## src/design/phh_pkg.sv

```systemverilog
// shared types and constants of the pair count hash histogram
package phh_pkg;

    localparam logic [1:0]  KIND_PUSH  = 2'd0;
    localparam logic [1:0]  KIND_QUERY = 2'd1;
    localparam logic [1:0]  KIND_DEC   = 2'd2;
    localparam logic [1:0]  KIND_CLEAR = 2'd3;

    localparam logic [31:0] HASH_MULT  = 32'd2654435761;
    localparam logic [14:0] COUNT_MAX  = 15'h7fff;

    typedef struct packed {
        logic [1:0]         kind;
        logic signed [15:0] sample;
        logic signed [15:0] pair_first;
        logic signed [15:0] pair_second;
    } in_word_t;

    typedef struct packed {
        logic [14:0] pair_count;
        logic        pair_found;
        logic        table_full;
        logic        count_saturated;
    } out_word_t;

    typedef struct packed {
        logic        valid;
        logic [15:0] first;
        logic [15:0] second;
        logic [14:0] count;
    } slot_t;

endpackage

```

## src/design/phh_bucket_update.sv

```systemverilog
// lookup, insert, increment and decrement over the ways of one bucket
module phh_bucket_update import phh_pkg::*; #(
    parameter int WAYS = 4
) (
    input  slot_t [WAYS-1:0] bucket_old,
    input  logic [1:0]       kind,
    input  logic [15:0]      first,
    input  logic [15:0]      second,
    output slot_t [WAYS-1:0] bucket_new,
    output logic             write_en,
    output out_word_t        result
);

    localparam int WW = (WAYS > 1) ? $clog2(WAYS) : 1;

    logic          hit;
    logic [WW-1:0] hit_idx;
    logic          has_free;
    logic [WW-1:0] free_idx;
    slot_t         sel;
    logic [14:0]   count_new;

    always_comb
    begin
        hit      = 1'b0;
        hit_idx  = '0;
        has_free = 1'b0;
        free_idx = '0;
        for (int w = WAYS - 1; w >= 0; w--)
        begin
            if (bucket_old[w].valid && bucket_old[w].first == first
                && bucket_old[w].second == second)
            begin
                hit     = 1'b1;
                hit_idx = WW'(w);
            end
            if (!bucket_old[w].valid)
            begin
                has_free = 1'b1;
                free_idx = WW'(w);
            end
        end
    end

    always_comb
    begin
        sel        = bucket_old[hit_idx];
        count_new  = sel.count;
        bucket_new = bucket_old;
        write_en   = 1'b0;
        result     = '0;
        case (kind)
            KIND_PUSH:
            begin
                write_en = 1'b1;
                if (hit)
                begin
                    if (sel.count == COUNT_MAX)
                    begin
                        result.count_saturated = 1'b1;
                    end
                    else
                    begin
                        count_new = sel.count + 15'd1;
                    end
                    bucket_new[hit_idx].count = count_new;
                    result.pair_count         = count_new;
                    result.pair_found         = 1'b1;
                end
                else if (has_free)
                begin
                    bucket_new[free_idx].valid  = 1'b1;
                    bucket_new[free_idx].first  = first;
                    bucket_new[free_idx].second = second;
                    bucket_new[free_idx].count  = 15'd1;
                    result.pair_count           = 15'd1;
                    result.pair_found           = 1'b1;
                end
                else
                begin
                    result.table_full = 1'b1;
                end
            end
            KIND_QUERY:
            begin
                if (hit)
                begin
                    result.pair_count = sel.count;
                    result.pair_found = 1'b1;
                end
            end
            KIND_DEC:
            begin
                write_en = hit;
                if (hit)
                begin
                    if (sel.count != 15'd0)
                    begin
                        count_new = sel.count - 15'd1;
                    end
                    bucket_new[hit_idx].count = count_new;
                    result.pair_count         = count_new;
                    result.pair_found         = 1'b1;
                end
            end
            default:
            begin
            end
        endcase
    end

endmodule
```

## config.mk

```make
export PLATFORM = sky130hd
export DESIGN_NAME = phh_bucket_update
export DESIGN_NICKNAME = d
export VERILOG_FILES = /design/src/design/phh_pkg.sv /design/src/design/phh_bucket_update.sv
export SDC_FILE = /design/constraint.sdc
export NUM_CORES = 1
export LEC_CHECK = 0
export BUFFER_PORTS_ARGS = -buffer_cell sky130_fd_sc_hd__buf_4
export CORE_AREA = 2 2 168 170
export DETAILED_ROUTE_END_ITERATION = 8
export DIE_AREA = 0 0 170 172
export PLACE_DENSITY = 0.59
export SETUP_SLACK_MARGIN = 0.1
export SKIP_LAST_GASP = 1
export SYNTH_ARGS = -nofsm -noshare
export SYNTH_HDL_FRONTEND = slang
export SYNTH_SLANG_ARGS = --single-unit
```

## constraint.sdc

```tcl
create_clock -name vclk -period 5
set_input_delay 0.5 -clock vclk [all_inputs]
set_output_delay 0.5 -clock vclk [all_outputs]
set_load 0.01 [all_outputs]
```

==> results of run 1 <==
timing repair:
action	4_1_cts	5_1_grt
hold endpoints to repair	0	0
setup buffers	16	29
pin swaps	50	76
setup endpoints to repair	76	76
cloned	0	1
resized for setup	146	174
path summary, 6_finish.rpt:
path	start	to	slack, ns	depth (start not counted)
worst max-delay path	first[4]	bucket_new[59]	-0.27	20
worst min-delay path	bucket_old[107]	bucket_new[107]	1.31	3
kinds of logic (layout without fill, tap and decap cells):
family                   after synthesis  count (layout)
other                                  0               7
adder cells (fa/ha/maj)                3               3
multiplexers                         136             136
AND/OR/NAND/NOR                      364             364
AO/OA/AOI/OAI                        242             242
XOR/XNOR                             147             147
buffers and inverters                106             782
cell type report:
class / instances / area [µm²]
Antenna cell: 7 / 17.5
Fill cell: 2797 / 13200
Tap cell: 346 / 433
Inverter: 22 / 82.6
Multi-Input combinational cell: 892 / 7670
Timing Repair Buffer: 760 / 6050
worst max-delay path, delay by kind of cell:
family,cells,cell delay (ns)
buf+inv,8,1.28
xor+xnor,1,0.18
simple gates,7,1.86
compound gates,4,0.93
routing by layer:
layer / part of all wire / GRT usage / vias to the layer above
li1: - / - / 5039
met4: 0.055 / 0.153 / 0
met1: 0.36 / 0.405 / 5358
met2: 0.50 / 0.667 / 636
met3: 0.080 / 0.0607 / 152
met5: 0 / 0 / -
power groups by stage:
| stage | clock (W) | combinational (W) | sequential, W |
|---|---|---|---|
| 2_1_floorplan | 0 | 0.000436 | 0 |
| 3_3_place_gp | 0 | 0.00106 | 0 |
| 3_5_place_dp | 0 | 0.00106 | 0 |
| 4_1_cts | 0 | 0.00111 | 0 |
| 5_1_grt | 0.000000000161 | 0.00124 | 0 |
| 6_report | 0.000000000188 | 0.00118 | 0 |
cells in the final DEF, fill, tap and decap left out, types with 7 or more instances in the layout:
| master | n |
|---|---|
| sky130_fd_sc_hd__nand3_1 | 15 |
| sky130_fd_sc_hd__nor4_1 | 21 |
| sky130_fd_sc_hd__or4_4 | 9 |
| sky130_fd_sc_hd__or3_1 | 8 |
| sky130_fd_sc_hd__o211ai_1 | 10 |
| sky130_fd_sc_hd__nor2_1 | 69 |
| sky130_fd_sc_hd__nor2_2 | 13 |
| sky130_fd_sc_hd__a21oi_1 | 24 |
| sky130_fd_sc_hd__nand2_1 | 76 |
| sky130_fd_sc_hd__inv_1 | 17 |
| sky130_fd_sc_hd__diode_2 | 7 |
| sky130_fd_sc_hd__xnor2_1 | 61 |
| sky130_fd_sc_hd__xor2_1 | 64 |
| sky130_fd_sc_hd__buf_6 | 55 |
| sky130_fd_sc_hd__a21oi_2 | 25 |
| sky130_fd_sc_hd__nand2_2 | 7 |
| sky130_fd_sc_hd__nor3_2 | 7 |
| sky130_fd_sc_hd__o21ai_2 | 9 |
| sky130_fd_sc_hd__nor3_1 | 21 |
| sky130_fd_sc_hd__nand4_1 | 25 |
| sky130_fd_sc_hd__o21ai_0 | 29 |
| sky130_fd_sc_hd__mux2_2 | 130 |
| sky130_fd_sc_hd__a221oi_2 | 9 |
| sky130_fd_sc_hd__o21ai_1 | 23 |
| sky130_fd_sc_hd__xnor2_2 | 11 |
| sky130_fd_sc_hd__buf_12 | 9 |
| sky130_fd_sc_hd__nor2_4 | 10 |
| sky130_fd_sc_hd__nand2b_1 | 8 |
| sky130_fd_sc_hd__o22ai_1 | 16 |
| sky130_fd_sc_hd__buf_4 | 693 |
| sky130_fd_sc_hd__nor4_4 | 8 |
| sky130_fd_sc_hd__o22ai_2 | 13 |
per-stage QoR:
step                 util  total power, W  setup WS [ns]  setup TNS (ns)  hold slack, ns
finish              0.518         0.00118         -0.272           -8.33            1.31
global route        0.518         0.00124         -0.390          -16.59            1.33
CTS                 0.482         0.00111         -0.271           -5.72            1.30
detailed placement  0.452         0.00106         -0.809          -44.94            1.30
global placement    0.452         0.00106         -0.793          -43.55            1.30
floorplan               -        0.000436          0.194               0            1.11
==> flow_summary.json, run 1 <==
{
  "status": "complete, but fails checks",
  "violations": "negative setup slack",
  "synth-compound-area-share": 0.228,
  "yosysTopAreaCell": "sky130_fd_sc_hd__mux2_2",
  "post_route_fraction_of_the_period_consumed_by_the_critical_path": 1.05,
  "critical-path-max-stage-delay_ns": 0.58,
  "timing.final.max_slew_violations": 0,
  "antenna_found_initial": 7,
  "largest_family_of_logic_cells_by_synthesized_area": "simple AND/OR/NAND/NOR gates",
  "yosys.area_share.adder": 0.00545,
  "first_global_vias": 11400,
  "max-vdd-ir-drop_mv": 0.0523,
  "core_area_um2": 27500,
  "initialDrtViolationCount": 810,
  "synthesis.area_um2": 6890,
  "post-route-drc-count": 0,
  "post_route_cells_drive_above_1_share": 0.662,
  "synth_most_common_cell": "sky130_fd_sc_hd__mux2_2",
  "finalSetupViolations": 67,
  "layout.cell_area.non_filler_um2": 14200,
  "p_per_area_nw_per_um2": 83.1,
  "design.portCount": 437,
  "port_buffer_count": 437,
  "power_report.internal_total_w": 0.000594,
  "layout.clock_buffers": 0,
  "cp-end-kind": "primary output",
  "place_inst": 1976,
  "effective_utilization_at_floorplan": 0.251,
  "via_per_inst": 5.52,
  "holdBufCountCts": 0,
  "finalWeightedCongestion": 0.996,
  "finalWorstPathRequiredPeriod_ns": 5.27,
  "path_common_cell": "sky130_fd_sc_hd__buf_4",
  "pwr-share-clk": 0,
  "synthesis.instances": 998,
  "rows": 61,
  "cap_violations": 0,
  "drt-total-wl_mm": 55.3,
  "wl_per_cell_um": 27.3,
  "synth.area.mux_share": 0.221,
  "max_clock_freq_mhz": 190,
  "timing.final.hold_violations": 0,
  "synth.net_count": 1227,
  "switching_share": 0.498,
  "die_height_um": 172,
  "detailedPlacementHpwl_mm": 46.2,
  "layout.area.seq_um2": 0,
  "seq_cell_count": 0,
  "p_sw_w": 0.000590,
  "area_delta_synth_final_pct": 107,
  "critical_path.slowest_cell": "sky130_fd_sc_hd__or4_4",
  "globalRoute.totalOverflow": 0,
  "num-nets-final": 1905,
  "antenna_left": 0,
  "slew_headroom": 0.316,
  "routed-via-count": 11200,
  "synth-xor-area-share": 0.189,
  "dr.pass1.iters": 6,
  "die_area_um2": 29200,
  "crit_path_max_fanout": 6,
  "ys_types": 84,
  "critPathRequiredTime_ns": 4.50,
  "placement.cell_area_um2": 12400,
  "path_cells": "buf_4 -> buf_4 -> xnor2_1 -> nand4_1 -> nor4_4 -> buf_4 -> and3_4 -> o31a_1 -> buf_6 -> o22ai_4 -> or2_1 -> or4_4 -> buf_6 -> buf_6 -> nor3_4 -> buf_12 -> nor2_4 -> a221o_1 -> a22o_1 -> buf_4",
  "track_usage": 0.359,
  "synth-warning-count": 0,
  "postLayoutSetupSlackWorst_ns": -0.272,
  "cp_data_arrival_time_ns": 4.77,
  "die_w_um": 170,
  "final-instance-count-excl-fill": 2027,
  "max_slew.worst_pin.slew_ns": 1.02,
  "critPathKind": "input port to primary output",
  "synth_top_area_frac": 0.216,
  "synth_simple_gate_area_frac": 0.284,
  "grt_first_pass_wirelength_mm": 77.0,
  "largest_net_degree_at_the_start_of_global_routing": 33,
  "synth_area_leaders": "sky130_fd_sc_hd__mux2_2 (22%), sky130_fd_sc_hd__xnor2_1 (9.4%), sky130_fd_sc_hd__xor2_1 (9.0%)",
  "seq_power_share": 0,
  "static_leak_nw": 6.24,
  "timing.critical_path.from_type": "input port",
  "power.share.combinational": 1.000,
  "synth_commonest_cells": "sky130_fd_sc_hd__mux2_2 (132), sky130_fd_sc_hd__nor2_1 (88), sky130_fd_sc_hd__nand2_1 (86), sky130_fd_sc_hd__xnor2_1 (74), sky130_fd_sc_hd__xor2_1 (71)",
  "hold_path_class": "input port to primary output",
  "post_synth.cell_area_avg_um2": 6.91,
  "register_area_share_after_synthesis": 0,
  "rsz_0062_raised_after_global_routing": "yes"
}
(Power assumes the default switching activity.)
==> run 2: changes to the inputs <==
Settings changed: ABC_AREA set to 1, CORE_AREA 2 2 168 170 to 2 2 171 173, DIE_AREA 0 0 170 172 to 0 0 173 175, PLACE_DENSITY 0.59 to 0.68.
Clock period 5 ns to 4.8 ns, I/O delays scaled along.
==> flow_summary.json, run 2 <==
{
  "status": "complete, no violations",
  "layout.area.seq_um2": 0,
  "cp_data_arrival_time_ns": 4.10,
  "critical-path-max-stage-delay_ns": 0.23,
  "grt_first_pass_wirelength_mm": 106,
  "yosysTopAreaCell": "sky130_fd_sc_hd__nand2_1",
  "hold_path_class": "input port to primary output",
  "dr.pass1.iters": 6,
  "use_met3": 0.148,
  "synthesis.area_um2": 9630,
  "finalSetupViolations": 0,
  "synth_top_area_frac": 0.282,
  "path_delay_family": "simple AND/OR/NAND/NOR gates",
  "max-vdd-ir-drop_mv": 0.0938,
  "max_slew.worst_pin.slew_ns": 0.881,
  "p_sw_w": 0.000872,
  "cp-end-kind": "primary output",
  "layout.clock_buffers": 0,
  "routed-via-count": 17400,
  "worst_hold_startpoint": "bucket_old[114]",
  "initialDrtViolationCount": 3051,
  "die_area_um2": 30300,
  "largest_net_degree_at_the_start_of_global_routing": 65,
  "static_leak_nw": 7.88,
  "holdBufCountCts": 0,
  "effective_utilization_at_floorplan": 0.339,
  "cap_violations": 0,
  "postLayoutSetupSlackWorst_ns": 0.215,
  "register_area_share_after_synthesis": 0,
  "synth.net_count": 2270,
  "critPathRequiredTime_ns": 4.32,
  "pre_cts_ws_ns": 0.0687,
  "power_report.internal_total_w": 0.000523,
  "timing.final.hold_violations": 0,
  "crit_path_max_fanout": 7,
  "num-nets-final": 2758,
  "finalWeightedCongestion": 1.12,
  "port_buffer_count": 437,
  "core_area_um2": 28400,
  "met2_usage_grt": 0.690,
  "rsz_0062_raised_after_global_routing": "no",
  "finalWorstPathRequiredPeriod_ns": 4.58,
  "via_per_inst": 5.96,
  "min_path_cells": 4,
  "timing.final.max_slew_violations": 0,
  "synthesis.instances": 2041,
  "fin_setup_tns_ns": 0,
  "synth-warning-count": 0,
  "globalRoute.totalOverflow": 0,
  "first_global_vias": 16000,
  "drt-total-wl_mm": 74.9,
  "max_clock_freq_mhz": 218,
  "post_synth.cell_area_avg_um2": 4.72,
  "track_usage": 0.466,
  "slew_headroom": 0.413,
  "p_per_area_nw_per_um2": 97.8,
  "design.portCount": 437,
  "worst_hold_path_endpoint": "bucket_new[114]",
  "final_common_cell": "sky130_fd_sc_hd__nand2_1",
  "synth_area_leaders": "sky130_fd_sc_hd__nand2_1 (28%), sky130_fd_sc_hd__nor2_1 (8.8%), sky130_fd_sc_hd__o21ai_0 (8.7%)",
  "timing.critical_path.buf_inv": 5,
  "rows": 62,
  "antenna_found_initial": 2,
  "post_route_fraction_of_the_period_consumed_by_the_critical_path": 0.955,
  "die_w_um": 173,
  "postLayoutCoreUtil": 0.503,
  "power.share.combinational": 1.000,
  "antenna_left": 0,
  "path_cells": "buf_4 -> inv_2 -> nand2_1 -> nand4_1 -> nand3b_1 -> nor2_1 -> nand2_1 -> nand3_2 -> nand2_2 -> inv_2 -> nor2_1 -> nor2_4 -> ha_2 -> nand3_1 -> nor2_4 -> inv_2 -> nor2_8 -> nand3_4 -> o21ai_4 -> nand2_1 -> o211ai_1 -> buf_4",
  "layout.filler_cells": 3148,
  "seq_cell_count": 0,
  "synth_most_common_cell": "sky130_fd_sc_hd__nand2_1",
  "post-route-drc-count": 0,
  "wl_per_cell_um": 25.7,
  "seq_power_share": 0,
  "critical_path.slowest_cell": "sky130_fd_sc_hd__nor2_1",
  "area_delta_synth_final_pct": 48.2,
  "critPathKind": "input port to primary output",
  "die_height_um": 175,
  "globalRoute.busiestLayer": "met2",
  "timing.critical_path.from_type": "input port",
  "detailedPlacementHpwl_mm": 62.6,
  "synth_commonest_cells": "sky130_fd_sc_hd__nand2_1 (724), sky130_fd_sc_hd__nor2_1 (225), sky130_fd_sc_hd__inv_1 (213), sky130_fd_sc_hd__o21ai_0 (168), sky130_fd_sc_hd__nand3_1 (159)",
  "gr-usage-met1": 0.620,
  "ys_types": 59,
  "post_route_cells_drive_above_1_share": 0.283,
  "pwr-share-clk": 0,
  "most-common-layout-cells": "sky130_fd_sc_hd__nand2_1 (719), sky130_fd_sc_hd__buf_4 (545), sky130_fd_sc_hd__nor2_1 (220)",
  "switching_share": 0.625
}
-- run 2: cell types whose count changed in the layout (fill, tap and decap cells not counted), moves of 55 or more --
cell,previous run,this run
sky130_fd_sc_hd__nor2_1,69,220
sky130_fd_sc_hd__xor2_1,64,9
sky130_fd_sc_hd__nand3_1,15,154
sky130_fd_sc_hd__mux2_2,130,0
sky130_fd_sc_hd__o21ai_0,29,168
sky130_fd_sc_hd__inv_1,17,211
sky130_fd_sc_hd__nand2_1,76,719
sky130_fd_sc_hd__buf_4,693,545
-- run 2: repair_timing --
action                     in CTS  in global routing
setup endpoints to repair       2                 61
setup buffers                   0                  9
pin swaps                       0                 12
cloned                          0                  3
resized for setup               1                 31
-- run 2: power by group through the flow --
| stage | combinational, W | clock (W) | sequential (W) |
|---|---|---|---|
| floorplan | 0.000586 | 0 | 0 |
| global placement | 0.00132 | 0 | 0 |
| detailed placement | 0.00132 | 0 | 0 |
| CTS | 0.00132 | 0 | 0 |
| global route | 0.00145 | 0 | 0 |
| finish | 0.00140 | 0.00000000000147 | 0 |
-- run 2: logic make-up (layout without fill, tap and decap cells) --
family | Yosys count | count (layout) | synth area share
AND/OR/NAND/NOR | 1319 | 1321 | 0.617
AO/OA/AOI/OAI | 342 | 342 | 0.200
buffers and inverters | 335 | 819 | 0.139
XOR/XNOR | 41 | 41 | 0.0396
adder cells (fa/ha/maj) | 3 | 3 | 0.00390
multiplexers | 1 | 1 | 0.00104
other | 0 | 1 | 0
-- run 2: how the worst max path moves through the flow --
| stage | from | end | slack, ns | cells past startpoint |
|---|---|---|---|---|
| final | second[3] | result[7] | 0.22 | 22 |
| after CTS | first[9] | result[11] | 0.21 | 23 |
| after floorplan | first[2] | bucket_new[51] | 1.13 | 21 |
| after global routing | first[10] | bucket_new[105] | 0.1 | 28 |
| after detailed placement | first[12] | result[11] | 0.07 | 22 |
| after global placement | first[12] | result[11] | 0.02 | 22 |
-- run 2: cell type report --
cell class	count	area, µm²	area share
well taps	384	480	0.0337
inverters	261	988	0.0693
diodes	1	2.50	0.000175
multi-input cells	1708	8460	0.593
repair buffers	558	4340	0.304
-- run 2: layer usage --
layer | vias up | part of all wire
met5 | - | 0.00029
met4 | 2 | 0.057
met3 | 306 | 0.16
met2 | 1561 | 0.40
met1 | 7879 | 0.38
li1 | 7602 | -
-- run 2: metrics by stage --
stage,hold WS [ns],cells,power [W],area [µm²]
finish,1.27,2912,0.00140,14300
global route,1.29,2911,0.00145,14300
CTS,1.27,2899,0.00132,14000
detailed placement,1.27,2899,0.00132,14000
global placement,1.26,2899,0.00132,14000
floorplan,1.08,2041,0.000586,9630
